$ cat src/hdl/sfc_pkg.sv
`timescale 1ns / 1ps
// ----------------------------------------------------------------------------
// sfc_pkg
// Shared types, codes and constants of the header-signature file carver.
// ----------------------------------------------------------------------------
package sfc_pkg;

    localparam int OFFSET_BITS    = 48;
    localparam int LENGTH_BITS    = 24;
    localparam int CFG_INDEX_BITS = 2;
    localparam int CFG_DATA_BITS  = 24;

    typedef logic [OFFSET_BITS-1:0]    offset_t;
    typedef logic [LENGTH_BITS-1:0]    length_t;
    typedef logic [CFG_INDEX_BITS-1:0] cfg_index_t;
    typedef logic [CFG_DATA_BITS-1:0]  cfg_data_t;

    localparam logic [1:0] KIND_OFFICE_FOUND   = 2'd0;
    localparam logic [1:0] KIND_COMPOUND_FOUND = 2'd1;
    localparam logic [1:0] KIND_CARVE_END      = 2'd2;

    localparam logic [1:0] CLASS_SHEET    = 2'd0;
    localparam logic [1:0] CLASS_TEXT     = 2'd1;
    localparam logic [1:0] CLASS_OTHER    = 2'd2;
    localparam logic [1:0] CLASS_COMPOUND = 2'd3;

    localparam cfg_index_t CFG_MIN_DISTANCE     = 2'd0;
    localparam cfg_index_t CFG_ZERO_RUN_NEEDED  = 2'd1;
    localparam cfg_index_t CFG_MAX_CARVE_LENGTH = 2'd2;

    localparam logic [15:0] MIN_DISTANCE_RESET     = 16'd4000;
    localparam logic [7:0]  ZERO_RUN_NEEDED_RESET  = 8'd80;
    localparam length_t     MAX_CARVE_LENGTH_RESET = 24'd10485760;

    localparam logic [39:0] OFFICE_SIG   = 40'h504b03040a;
    localparam logic [63:0] COMPOUND_SIG = 64'hd0cf11e0a1b11ae1;

    typedef struct packed {
        logic [1:0] event_kind;
        logic [1:0] file_class;
        offset_t    start_offset;
        length_t    carve_length;
        logic       carved;
        logic       last_of_run;
    } result_t;

endpackage

$ cat src/hdl/sfc_image_if.sv
`timescale 1ns / 1ps
// ----------------------------------------------------------------------------
// sfc_image_if
// Image byte channel: one raw byte per request with an end-of-image mark.
// ----------------------------------------------------------------------------
interface sfc_image_if import sfc_pkg::*; ();
    logic       valid;
    logic       ready;
    logic [7:0] data_byte;
    logic       end_of_image;

    modport source (output valid, data_byte, end_of_image, input ready);
    modport sink (input valid, data_byte, end_of_image, output ready);
endinterface

$ cat src/hdl/sfc_event_if.sv
`timescale 1ns / 1ps
// ----------------------------------------------------------------------------
// sfc_event_if
// Event channel: header finds and carve ends, one per request.
// ----------------------------------------------------------------------------
interface sfc_event_if import sfc_pkg::*; ();
    logic       valid;
    logic       ready;
    logic [1:0] event_kind;
    logic [1:0] file_class;
    offset_t    start_offset;
    length_t    carve_length;
    logic       carved;
    logic       last_of_run;

    modport source (output valid, event_kind, file_class, start_offset, carve_length,
                    carved, last_of_run, input ready);
    modport sink (input valid, event_kind, file_class, start_offset, carve_length,
                  carved, last_of_run, output ready);
endinterface

$ cat src/hdl/sfc_cfg_if.sv
`timescale 1ns / 1ps
// ----------------------------------------------------------------------------
// sfc_cfg_if
// Configuration write channel: register index and write data.
// ----------------------------------------------------------------------------
interface sfc_cfg_if import sfc_pkg::*; ();
    logic       valid;
    logic       ready;
    cfg_index_t index;
    cfg_data_t  data;

    modport source (output valid, index, data, input ready);
    modport sink (input valid, index, data, output ready);
endinterface

$ cat src/hdl/signature_file_carver.sv
`timescale 1ns / 1ps
// ----------------------------------------------------------------------------
// signature_file_carver
// Scans a disk image byte by byte for zip-office and compound-document
// headers, reports each find and carve end with offsets and lengths.
// ----------------------------------------------------------------------------
// The block takes one image byte per clock cycle while the image port is
// ready. Header matching, carve tracking and classification for a byte are
// all resolved in the cycle the byte is taken, and its events (at most two)
// are written into a four-entry event queue. The event port drains one
// event per cycle while the sink is ready; the image port holds ready low
// only while the queue has room for fewer than two events.
// Configuration writes are taken at any time and apply to the next byte.
// ----------------------------------------------------------------------------
module signature_file_carver import sfc_pkg::*; (
    input  logic clk,
    input  logic rst_n,
    sfc_image_if.sink   image,
    sfc_event_if.source events,
    sfc_cfg_if.sink     cfg
);

    localparam logic [1:0] CARVE_CONT       = 2'd0;
    localparam logic [1:0] CARVE_END_BEFORE = 2'd1;
    localparam logic [1:0] CARVE_END_WITH   = 2'd2;

    localparam int QUEUE_DEPTH = 4;
    localparam int QPTR_BITS   = $clog2(QUEUE_DEPTH);
    localparam int QCNT_BITS   = QPTR_BITS + 1;

    localparam offset_t POS_M4_INIT = offset_t'(0) - offset_t'(4);
    localparam offset_t POS_M7_INIT = offset_t'(0) - offset_t'(7);
    localparam offset_t POS_P5_INIT = offset_t'(5);
    localparam offset_t POS_P6_INIT = offset_t'(6);
    localparam length_t OFFICE_REL_INIT   = length_t'(5);
    localparam length_t COMPOUND_REL_INIT = length_t'(8);

    typedef struct packed {
        logic [1:0] res;
        length_t    len;
        logic [7:0] zc;
    } carve_step_t;

    function automatic carve_step_t carve_eval(
        input length_t     rel,
        input logic [7:0]  zc,
        input logic [7:0]  b,
        input logic        eoi,
        input logic [15:0] min_d,
        input logic [7:0]  zrn,
        input length_t     max_len
    );
        logic [7:0]         need;
        logic               ge_min;
        logic [LENGTH_BITS:0] rel_p1;
        carve_step_t        st;
        need   = (zrn == 8'd0) ? 8'd1 : zrn;
        ge_min = rel >= {{(LENGTH_BITS-16){1'b0}}, min_d};
        rel_p1 = {1'b0, rel} + {{LENGTH_BITS{1'b0}}, 1'b1};
        st.res = CARVE_CONT;
        st.len = rel;
        st.zc  = zc;
        if (ge_min && (b != 8'd0) && (zc >= need))
        begin
            st.res = CARVE_END_BEFORE;
        end
        else
        begin
            if (ge_min)
            begin
                if (b == 8'd0)
                begin
                    st.zc = (zc == 8'hff) ? zc : zc + 8'd1;
                end
                else
                begin
                    st.zc = 8'd0;
                end
            end
            if (eoi || (rel_p1 >= {1'b0, max_len}))
            begin
                st.res = CARVE_END_WITH;
                st.len = rel_p1[LENGTH_BITS-1:0];
            end
        end
        return st;
    endfunction

    function automatic logic [7:0] sheet_char(input logic [3:0] idx);
        logic [7:0] c;
        case (idx)
            4'd0:    c = 8'h77;
            4'd1:    c = 8'h6f;
            4'd2:    c = 8'h72;
            4'd3:    c = 8'h6b;
            4'd4:    c = 8'h73;
            4'd5:    c = 8'h68;
            4'd6:    c = 8'h65;
            4'd7:    c = 8'h65;
            4'd8:    c = 8'h74;
            4'd9:    c = 8'h73;
            default: c = 8'h00;
        endcase
        return c;
    endfunction

    function automatic logic [7:0] text_char(input logic [2:0] idx);
        logic [7:0] c;
        case (idx)
            3'd0:    c = 8'h77;
            3'd1:    c = 8'h6f;
            3'd2:    c = 8'h72;
            3'd3:    c = 8'h64;
            default: c = 8'h00;
        endcase
        return c;
    endfunction

    logic [15:0] min_distance_reg;
    logic [7:0]  zero_run_needed_reg;
    length_t     max_carve_length_reg;

    offset_t     pos_reg, pos_next;
    offset_t     pos_m4_reg, pos_m4_next;
    offset_t     pos_m7_reg, pos_m7_next;
    offset_t     pos_p5_reg, pos_p5_next;
    offset_t     pos_p6_reg, pos_p6_next;
    offset_t     resume_reg, resume_next;
    logic [55:0] recent_reg, recent_next;

    logic        office_open_reg, office_open_next;
    offset_t     office_start_reg, office_start_next;
    length_t     office_rel_reg, office_rel_next;
    logic [7:0]  office_zc_reg, office_zc_next;
    logic [3:0]  sheet_prog_reg, sheet_prog_next;
    logic [2:0]  text_prog_reg, text_prog_next;
    logic [1:0]  class_flags_reg, class_flags_next;

    logic        compound_open_reg, compound_open_next;
    offset_t     compound_start_reg, compound_start_next;
    length_t     compound_rel_reg, compound_rel_next;
    logic [7:0]  compound_zc_reg, compound_zc_next;

    result_t                queue_reg [QUEUE_DEPTH];
    logic [QPTR_BITS-1:0]   wr_ptr_reg, wr_ptr_next;
    logic [QPTR_BITS-1:0]   rd_ptr_reg, rd_ptr_next;
    logic [QCNT_BITS-1:0]   count_reg, count_next;

    logic        accept;
    logic        pop;
    logic [7:0]  b;
    logic        eoi;
    logic [63:0] window;
    carve_step_t office_st;
    carve_step_t compound_st;
    logic        office_ended;
    logic        compound_ended;
    logic        office_after;
    logic        compound_after;
    logic [3:0]  sheet_step;
    logic [2:0]  text_step;
    logic [1:0]  flags_step;
    logic [1:0]  end_class;
    logic        office_hit;
    logic        compound_hit;
    logic        m4_ge_resume, m4_ge_p5, m4_ge_p6;
    logic        m7_ge_resume, m7_ge_p5, m7_ge_p6;
    logic        office_ok;
    logic        compound_ok;
    logic        office_found;
    logic        compound_found;
    logic        found_carved;
    result_t     office_end_res;
    result_t     compound_end_res;
    result_t     found_res;
    result_t     slot0;
    result_t     slot1;
    logic [1:0]  push_n;

    assign accept = image.valid && image.ready;
    assign pop    = events.valid && events.ready;
    assign b      = image.data_byte;
    assign eoi    = image.end_of_image;
    assign window = {recent_reg, b};

    assign image.ready = count_reg <= QCNT_BITS'(QUEUE_DEPTH - 2);
    assign cfg.ready   = 1'b1;

    assign events.valid        = count_reg != '0;
    assign events.event_kind   = queue_reg[rd_ptr_reg].event_kind;
    assign events.file_class   = queue_reg[rd_ptr_reg].file_class;
    assign events.start_offset = queue_reg[rd_ptr_reg].start_offset;
    assign events.carve_length = queue_reg[rd_ptr_reg].carve_length;
    assign events.carved       = queue_reg[rd_ptr_reg].carved;
    assign events.last_of_run  = queue_reg[rd_ptr_reg].last_of_run;

    assign m4_ge_resume = pos_m4_reg >= resume_reg;
    assign m4_ge_p5     = pos_m4_reg >= pos_p5_reg;
    assign m4_ge_p6     = pos_m4_reg >= pos_p6_reg;
    assign m7_ge_resume = pos_m7_reg >= resume_reg;
    assign m7_ge_p5     = pos_m7_reg >= pos_p5_reg;
    assign m7_ge_p6     = pos_m7_reg >= pos_p6_reg;

    always_comb
    begin
        office_st = carve_eval(office_rel_reg, office_zc_reg, b, eoi, min_distance_reg,
                               zero_run_needed_reg, max_carve_length_reg);
        compound_st = carve_eval(compound_rel_reg, compound_zc_reg, b, eoi, min_distance_reg,
                                 zero_run_needed_reg, max_carve_length_reg);
        office_ended   = office_open_reg && (office_st.res != CARVE_CONT);
        compound_ended = compound_open_reg && (compound_st.res != CARVE_CONT);
        office_after   = office_open_reg && !office_ended;
        compound_after = compound_open_reg && !compound_ended;

        if ((sheet_prog_reg < 4'd10) && (b == sheet_char(sheet_prog_reg)))
        begin
            sheet_step = sheet_prog_reg + 4'd1;
        end
        else
        begin
            sheet_step = (b == sheet_char(4'd0)) ? 4'd1 : 4'd0;
        end
        if ((text_prog_reg < 3'd4) && (b == text_char(text_prog_reg)))
        begin
            text_step = text_prog_reg + 3'd1;
        end
        else
        begin
            text_step = (b == text_char(3'd0)) ? 3'd1 : 3'd0;
        end
        flags_step = class_flags_reg;
        if (sheet_step >= 4'd10)
        begin
            flags_step[0] = 1'b1;
            sheet_step    = 4'd0;
        end
        if (text_step >= 3'd4)
        begin
            flags_step[1] = 1'b1;
            text_step     = 3'd0;
        end
        if (office_st.res == CARVE_END_BEFORE)
        begin
            sheet_step = sheet_prog_reg;
            text_step  = text_prog_reg;
            flags_step = class_flags_reg;
        end

        if (flags_step[0])
        begin
            end_class = CLASS_SHEET;
        end
        else if (flags_step[1])
        begin
            end_class = CLASS_TEXT;
        end
        else
        begin
            end_class = CLASS_OTHER;
        end

        office_hit   = window[39:0] == OFFICE_SIG;
        compound_hit = window == COMPOUND_SIG;
        if (office_ended)
        begin
            office_ok   = (office_st.res == CARVE_END_WITH) ? m4_ge_p6 : m4_ge_p5;
            compound_ok = (office_st.res == CARVE_END_WITH) ? m7_ge_p6 : m7_ge_p5;
        end
        else
        begin
            office_ok   = m4_ge_resume;
            compound_ok = m7_ge_resume;
        end
        office_found   = !office_after && office_hit && office_ok;
        compound_found = !office_after && !office_hit && compound_hit && compound_ok;
        found_carved   = office_found ? !eoi : (!eoi && !compound_after);

        office_end_res.event_kind   = KIND_CARVE_END;
        office_end_res.file_class   = end_class;
        office_end_res.start_offset = office_start_reg;
        office_end_res.carve_length = office_st.len;
        office_end_res.carved       = 1'b0;
        office_end_res.last_of_run  = 1'b0;

        compound_end_res.event_kind   = KIND_CARVE_END;
        compound_end_res.file_class   = CLASS_COMPOUND;
        compound_end_res.start_offset = compound_start_reg;
        compound_end_res.carve_length = compound_st.len;
        compound_end_res.carved       = 1'b0;
        compound_end_res.last_of_run  = 1'b0;

        found_res.event_kind   = office_found ? KIND_OFFICE_FOUND : KIND_COMPOUND_FOUND;
        found_res.file_class   = office_found ? CLASS_OTHER : CLASS_COMPOUND;
        found_res.start_offset = office_found ? pos_m4_reg : pos_m7_reg;
        found_res.carve_length = '0;
        found_res.carved       = found_carved;
        found_res.last_of_run  = 1'b0;

        slot0  = found_res;
        slot1  = found_res;
        push_n = 2'd0;
        if (office_ended)
        begin
            slot0 = office_end_res;
            if (compound_ended)
            begin
                slot1  = compound_end_res;
                push_n = 2'd2;
            end
            else if (office_found || compound_found)
            begin
                push_n = 2'd2;
            end
            else
            begin
                push_n = 2'd1;
            end
        end
        else if (compound_ended)
        begin
            slot0  = compound_end_res;
            push_n = (office_found || compound_found) ? 2'd2 : 2'd1;
        end
        else if (office_found || compound_found)
        begin
            push_n = 2'd1;
        end
        slot0.last_of_run = push_n == 2'd1;
        slot1.last_of_run = 1'b1;
        if (!accept)
        begin
            push_n = 2'd0;
        end
    end

    always_comb
    begin
        pos_next            = pos_reg;
        pos_m4_next         = pos_m4_reg;
        pos_m7_next         = pos_m7_reg;
        pos_p5_next         = pos_p5_reg;
        pos_p6_next         = pos_p6_reg;
        resume_next         = resume_reg;
        recent_next         = recent_reg;
        office_open_next    = office_open_reg;
        office_start_next   = office_start_reg;
        office_rel_next     = office_rel_reg;
        office_zc_next      = office_zc_reg;
        sheet_prog_next     = sheet_prog_reg;
        text_prog_next      = text_prog_reg;
        class_flags_next    = class_flags_reg;
        compound_open_next  = compound_open_reg;
        compound_start_next = compound_start_reg;
        compound_rel_next   = compound_rel_reg;
        compound_zc_next    = compound_zc_reg;

        if (accept)
        begin
            recent_next = window[55:0];
            if (office_open_reg)
            begin
                office_zc_next   = office_st.zc;
                office_rel_next  = office_rel_reg + length_t'(1);
                sheet_prog_next  = sheet_step;
                text_prog_next   = text_step;
                class_flags_next = flags_step;
                if (office_ended)
                begin
                    office_open_next = 1'b0;
                    resume_next = (office_st.res == CARVE_END_WITH) ? pos_p6_reg : pos_p5_reg;
                end
            end
            if (compound_open_reg)
            begin
                compound_zc_next  = compound_st.zc;
                compound_rel_next = compound_rel_reg + length_t'(1);
                if (compound_ended)
                begin
                    compound_open_next = 1'b0;
                end
            end
            if (office_found && found_carved)
            begin
                office_open_next  = 1'b1;
                office_start_next = pos_m4_reg;
                office_rel_next   = OFFICE_REL_INIT;
                office_zc_next    = 8'd0;
                sheet_prog_next   = 4'd0;
                text_prog_next    = 3'd0;
                class_flags_next  = 2'd0;
            end
            if (compound_found && found_carved)
            begin
                compound_open_next  = 1'b1;
                compound_start_next = pos_m7_reg;
                compound_rel_next   = COMPOUND_REL_INIT;
                compound_zc_next    = 8'd0;
            end
            if (eoi)
            begin
                pos_next    = '0;
                pos_m4_next = POS_M4_INIT;
                pos_m7_next = POS_M7_INIT;
                pos_p5_next = POS_P5_INIT;
                pos_p6_next = POS_P6_INIT;
                recent_next = '0;
                resume_next = '0;
            end
            else
            begin
                pos_next    = pos_reg + offset_t'(1);
                pos_m4_next = pos_m4_reg + offset_t'(1);
                pos_m7_next = pos_m7_reg + offset_t'(1);
                pos_p5_next = pos_p5_reg + offset_t'(1);
                pos_p6_next = pos_p6_reg + offset_t'(1);
            end
        end
    end

    always_comb
    begin
        wr_ptr_next = wr_ptr_reg + QPTR_BITS'(push_n);
        rd_ptr_next = pop ? rd_ptr_reg + QPTR_BITS'(1) : rd_ptr_reg;
        count_next  = count_reg + QCNT_BITS'(push_n) - QCNT_BITS'(pop);
    end

    always_ff @(posedge clk or negedge rst_n)
    begin
        if (!rst_n)
        begin
            min_distance_reg     <= MIN_DISTANCE_RESET;
            zero_run_needed_reg  <= ZERO_RUN_NEEDED_RESET;
            max_carve_length_reg <= MAX_CARVE_LENGTH_RESET;
        end
        else if (cfg.valid && cfg.ready)
        begin
            case (cfg.index)
                CFG_MIN_DISTANCE:     min_distance_reg     <= cfg.data[15:0];
                CFG_ZERO_RUN_NEEDED:  zero_run_needed_reg  <= cfg.data[7:0];
                CFG_MAX_CARVE_LENGTH: max_carve_length_reg <= cfg.data[LENGTH_BITS-1:0];
                default:              ;
            endcase
        end
    end

    always_ff @(posedge clk or negedge rst_n)
    begin
        if (!rst_n)
        begin
            pos_reg            <= '0;
            pos_m4_reg         <= POS_M4_INIT;
            pos_m7_reg         <= POS_M7_INIT;
            pos_p5_reg         <= POS_P5_INIT;
            pos_p6_reg         <= POS_P6_INIT;
            resume_reg         <= '0;
            recent_reg         <= '0;
            office_open_reg    <= 1'b0;
            office_start_reg   <= '0;
            office_rel_reg     <= '0;
            office_zc_reg      <= '0;
            sheet_prog_reg     <= '0;
            text_prog_reg      <= '0;
            class_flags_reg    <= '0;
            compound_open_reg  <= 1'b0;
            compound_start_reg <= '0;
            compound_rel_reg   <= '0;
            compound_zc_reg    <= '0;
            wr_ptr_reg         <= '0;
            rd_ptr_reg         <= '0;
            count_reg          <= '0;
        end
        else
        begin
            pos_reg            <= pos_next;
            pos_m4_reg         <= pos_m4_next;
            pos_m7_reg         <= pos_m7_next;
            pos_p5_reg         <= pos_p5_next;
            pos_p6_reg         <= pos_p6_next;
            resume_reg         <= resume_next;
            recent_reg         <= recent_next;
            office_open_reg    <= office_open_next;
            office_start_reg   <= office_start_next;
            office_rel_reg     <= office_rel_next;
            office_zc_reg      <= office_zc_next;
            sheet_prog_reg     <= sheet_prog_next;
            text_prog_reg      <= text_prog_next;
            class_flags_reg    <= class_flags_next;
            compound_open_reg  <= compound_open_next;
            compound_start_reg <= compound_start_next;
            compound_rel_reg   <= compound_rel_next;
            compound_zc_reg    <= compound_zc_next;
            wr_ptr_reg         <= wr_ptr_next;
            rd_ptr_reg         <= rd_ptr_next;
            count_reg          <= count_next;
        end
    end

    // hold queued events; write the second slot behind the first
    always_ff @(posedge clk)
    begin
        if (push_n != 2'd0)
        begin
            queue_reg[wr_ptr_reg] <= slot0;
        end
        if (push_n == 2'd2)
        begin
            queue_reg[wr_ptr_reg + QPTR_BITS'(1)] <= slot1;
        end
    end

endmodule
$ cat src/flat_wrapper.sv
// flat-port wrapper written by rule: the top's interface ports become plain ports
module signature_file_carver_flat import sfc_pkg::*;
  (clk, rst_n, image_valid, image_data_byte, image_end_of_image, image_ready, events_valid, events_event_kind, events_file_class, events_start_offset, events_carve_length, events_carved, events_last_of_run, events_ready, cfg_valid, cfg_index, cfg_data, cfg_ready);
  sfc_image_if image_i ();
  sfc_event_if events_i ();
  sfc_cfg_if cfg_i ();
  input  logic clk;
  input  logic rst_n;
  input wire logic [$bits(image_i.valid)-1:0] image_valid;
  input wire logic [$bits(image_i.data_byte)-1:0] image_data_byte;
  input wire logic [$bits(image_i.end_of_image)-1:0] image_end_of_image;
  output wire logic [$bits(image_i.ready)-1:0] image_ready;
  output wire logic [$bits(events_i.valid)-1:0] events_valid;
  output wire logic [$bits(events_i.event_kind)-1:0] events_event_kind;
  output wire logic [$bits(events_i.file_class)-1:0] events_file_class;
  output wire logic [$bits(events_i.start_offset)-1:0] events_start_offset;
  output wire logic [$bits(events_i.carve_length)-1:0] events_carve_length;
  output wire logic [$bits(events_i.carved)-1:0] events_carved;
  output wire logic [$bits(events_i.last_of_run)-1:0] events_last_of_run;
  input wire logic [$bits(events_i.ready)-1:0] events_ready;
  input wire logic [$bits(cfg_i.valid)-1:0] cfg_valid;
  input wire logic [$bits(cfg_i.index)-1:0] cfg_index;
  input wire logic [$bits(cfg_i.data)-1:0] cfg_data;
  output wire logic [$bits(cfg_i.ready)-1:0] cfg_ready;
  assign image_i.valid = image_valid;
  assign image_i.data_byte = image_data_byte;
  assign image_i.end_of_image = image_end_of_image;
  assign image_ready = image_i.ready;
  assign events_valid = events_i.valid;
  assign events_event_kind = events_i.event_kind;
  assign events_file_class = events_i.file_class;
  assign events_start_offset = events_i.start_offset;
  assign events_carve_length = events_i.carve_length;
  assign events_carved = events_i.carved;
  assign events_last_of_run = events_i.last_of_run;
  assign events_i.ready = events_ready;
  assign cfg_i.valid = cfg_valid;
  assign cfg_i.index = cfg_index;
  assign cfg_i.data = cfg_data;
  assign cfg_ready = cfg_i.ready;
  signature_file_carver u_core (.clk(clk), .rst_n(rst_n), .image(image_i), .events(events_i), .cfg(cfg_i));
endmodule
$ cat config.mk
export PLATFORM = sky130hd
export DESIGN_NAME = signature_file_carver_flat
export DESIGN_NICKNAME = d
export VERILOG_FILES = /design/src/hdl/sfc_pkg.sv /design/src/hdl/sfc_image_if.sv /design/src/hdl/sfc_event_if.sv /design/src/hdl/sfc_cfg_if.sv /design/src/hdl/signature_file_carver.sv /design/src/flat_wrapper.sv
export SDC_FILE = /design/constraint.sdc
export NUM_CORES = 2
export LEC_CHECK = 0
export ABC_AREA = 1
export BUFFER_PORTS_ARGS = -buffer_cell sky130_fd_sc_hd__clkbuf_2
export CORE_MARGIN = 5
export CORE_UTILIZATION = 39
export DETAILED_ROUTE_END_ITERATION = 12
export PLACE_DENSITY_LB_ADDON = 0.2
export SLEW_MARGIN = 20
export SYNTH_ARGS = -nofsm -noshare
export SYNTH_HDL_FRONTEND = slang
export SYNTH_SLANG_ARGS = --single-unit
$ cat constraint.sdc
create_clock -name clk -period 7.9 [get_ports clk]
set_input_delay 0.395 -clock clk [delete_from_list [all_inputs] [get_ports clk]]
set_output_delay 0.395 -clock clk [all_outputs]
set_load 0.1 [all_outputs]
==> reports/results.ini <==
[pwr]
pwr-share-clk_pct=27.5
pwr-share-seq_pct=32.7
p_comb_share_pct=39.8
p_sw_uw=8020
max-vdd-ir-drop_v=0.000402
sw_frac_of_total_pct=46.7
leakage_uw=0.0271
p_per_area_nw_per_um2=286
total_power_uw=17200
p_int_uw=9140

[sta]
setup_viol=0
slew_headroom_pct=25.1
finClkSkew_ps=59.7
rsz0062_at_grt=false
hold_viol=0
finalCriticalPeriod_ps=6580
fin_setup_tns_ps=0
fmax_ghz=0.152
whs_ps=88.6
max_slew.worst_pin.slew_ps=1110
fin_crit_sh_pct=83.3
slew_violations=0

[logic_synthesis]
synth_top_area_share_pct=19.2
ys_top_cells_by_count=nand2_1, nand3_1, inv_1
synth-seq-area-share_pct=41.4
synth_fp_nets=7539
synth-edff-count=304
ys_top_cells_by_area=dfrtp_1, edfxtp_1, nand2_1
post_synth.cell_area_avg_sq_um=7.66
synth_top_cell_by_area=dfrtp_1
yosysWarningCount=0
ys.flop_type=dfrtp_1
synth_cells=7088
synth_seq_cells=834
synth_area_sq_um=54300
synthMostInstantiatedCell=nand2_1
synth_cell_type_count=61
async_flop_share_pct=62.6

[die]
die_w_um=383
die_area_sq_um=147000
coreArea_sq_um=139000
start_util_pct=39.1
rows=137
die-height_um=383
ios=121

[routing]
antenna_left=0
first_pass_iters=6
vias_per_cell=5.57
vias=50100
drc_errors=0
routed_wl_mm=193
drtIter0Drc=4396
wl_per_cell_um=21.5

[final_layout]
largest_reg_flops=312
utilization_pct=43.2
n_fill_cell=14100
area_growth_pct=10.4
finalNetCount=7554
design_area_sq_um=60000
layout-drive-gt1-share_pct=7.61

[grt]
antenna_found_initial=3
grt_max_degree=146
gr-total-overflow=0
grt_use_met1_pct=35.6
top_usage_layer=met2
grt_pass1_wl_mm=293
use_met3_pct=4.81
first_global_vias=48100
grt_util_met2_pct=40.8
grt_usage_pct=25.7

[clocking]
cts_resized=0
cts_tree=yes
cts_setup_buffers=0
path_clk_slew_ps=60
cts_buffer_depth=3
postCtsHoldBufs=26
clock_sinks=834
cts_root_buffer=clkbuf_16
cts_buffers=99
clk-insertion-delay-late_ps=740
h-tree-depth=3

[critical_path]
critPathCaptureType=flip-flop
crit_arrival_ps=7070
cp_top_family=simple AND/OR/NAND/NOR gates
cp.required_ps=8390
crit_path_frequent_cell=nand3_1
critical_path_class=flip-flop to flip-flop
crit_slowest_cell=clkinv_2
cp-start-kind=flip-flop
worstPathMaxFanout=40
max_stage_delay_ps=530
crit_buf_inv=5

[placed_design]
gp_congestion=0.939
placed_area_sq_um=56400
dp_hpwl_mm=137
portBuffers=119

[status]
status=complete, no violations

[job]
drv_cap=0

[worst_hold_path]
hp-class=primary input to flip-flop

-- per-stage QoR --
step                setup WS [ps]  std cells
floorplan                    1700       7088
global placement             1530       8783
detailed placement           1370       8783
CTS                          1340       8995
global route                  818       8995
finish                       1320       8996
-- path summary, 6_finish.rpt --
path / startpoint / endpoint / slack, ps / cells past startpoint
min in group asynchronous: rst_n / u_core.recent_reg[34]$_DFFE_PN0P_ / 310 / 2
worst min-delay path: image_data_byte[5] / u_core.recent_reg[5]$_DFFE_PN0P_ / 90 / 3
worst min register to register: u_core.pos_p5_reg[25]$_DFFE_PN0P_ / u_core.pos_p5_reg[25]$_DFFE_PN0P_ / 460 / 1
worst max-delay path: u_core.office_rel_reg[2]$_DFFE_PN0P_ / u_core.queue_reg[0][31]$_DFFE_PP_ / 1320 / 33
max in group asynchronous: rst_n / u_core.compound_start_reg[13]$_DFFE_PN0P_ / 6280 / 3
worst max register to register: u_core.office_rel_reg[2]$_DFFE_PN0P_ / u_core.queue_reg[0][31]$_DFFE_PP_ / 1320 / 33
-- per-layer routing --
layer	routed length, um	up-vias	share of wire, %
li1	-	24000	-
met1	84800	23900	44
met2	86600	1831	45
met3	15800	277	8.2
met4	5830	4	3.0
met5	26	-	0.013
-- cell type report --
| cell class | instances | area [sq um] | area share (%) |
|---|---|---|---|
| timing repair buffer | 205 | 1440 | 2.40 |
| clock buffer | 131 | 2700 | 4.50 |
| inverter | 837 | 3150 | 5.26 |
| clock inverter | 55 | 601 | 1.00 |
| sequential | 834 | 22500 | 37.5 |
| tap | 1807 | 2260 | 3.77 |
| multi-input combinational | 5126 | 27300 | 45.5 |
| antenna | 1 | 2.50 | 0.00417 |
-- power groups by stage --
stage	clock, uW	combinational [uW]	sequential [uW]
floorplan	0	5070	5290
global placement	0	6690	5650
detailed placement	0	6790	5670
CTS	4790	6820	5590
global route	4960	7440	5660
finish	4710	6840	5620
-- worst min-delay path: stages --
cell and delay, ps:
clkbuf_2 90, inv_1 80, o22ai_1 150
-- cell usage in the layout (no fill, tap or decap), drive strengths merged, types with 11 or more instances in the layout --
cell type and count:
nand2 1635, nand3 889, inv 813, o21ai 661, nor2 556, dfrtp 416, ha 410, a21oi 327
edfxtp 304, clkbuf 249, o22ai 181, nand4 117, nor3 116, dfstp 106, clkinv 64, buf 61
nor4 56, xor2 48, dlygate4sd3 26, o21a 24, a21o 15, o21bai 14, o211ai 13, or2 11
-- logic make-up (layout without fill, tap and decap cells) --
group | count (synthesis) | after routing | share of synthesized area (%)
DFF | 834 | 834 | 41.4
AOI/OAI and AO/OA | 1257 | 1257 | 12.5
other | 1 | 2 | 0.00691
adders and majority gates | 411 | 411 | 9.49
xor gates and xnor gates | 51 | 51 | 0.823
muxes | 2 | 2 | 0.0369
and+or+nand+nor | 3404 | 3404 | 27.2
buffers and inverters | 1128 | 1228 | 8.44
(Power assumes the default switching activity.)
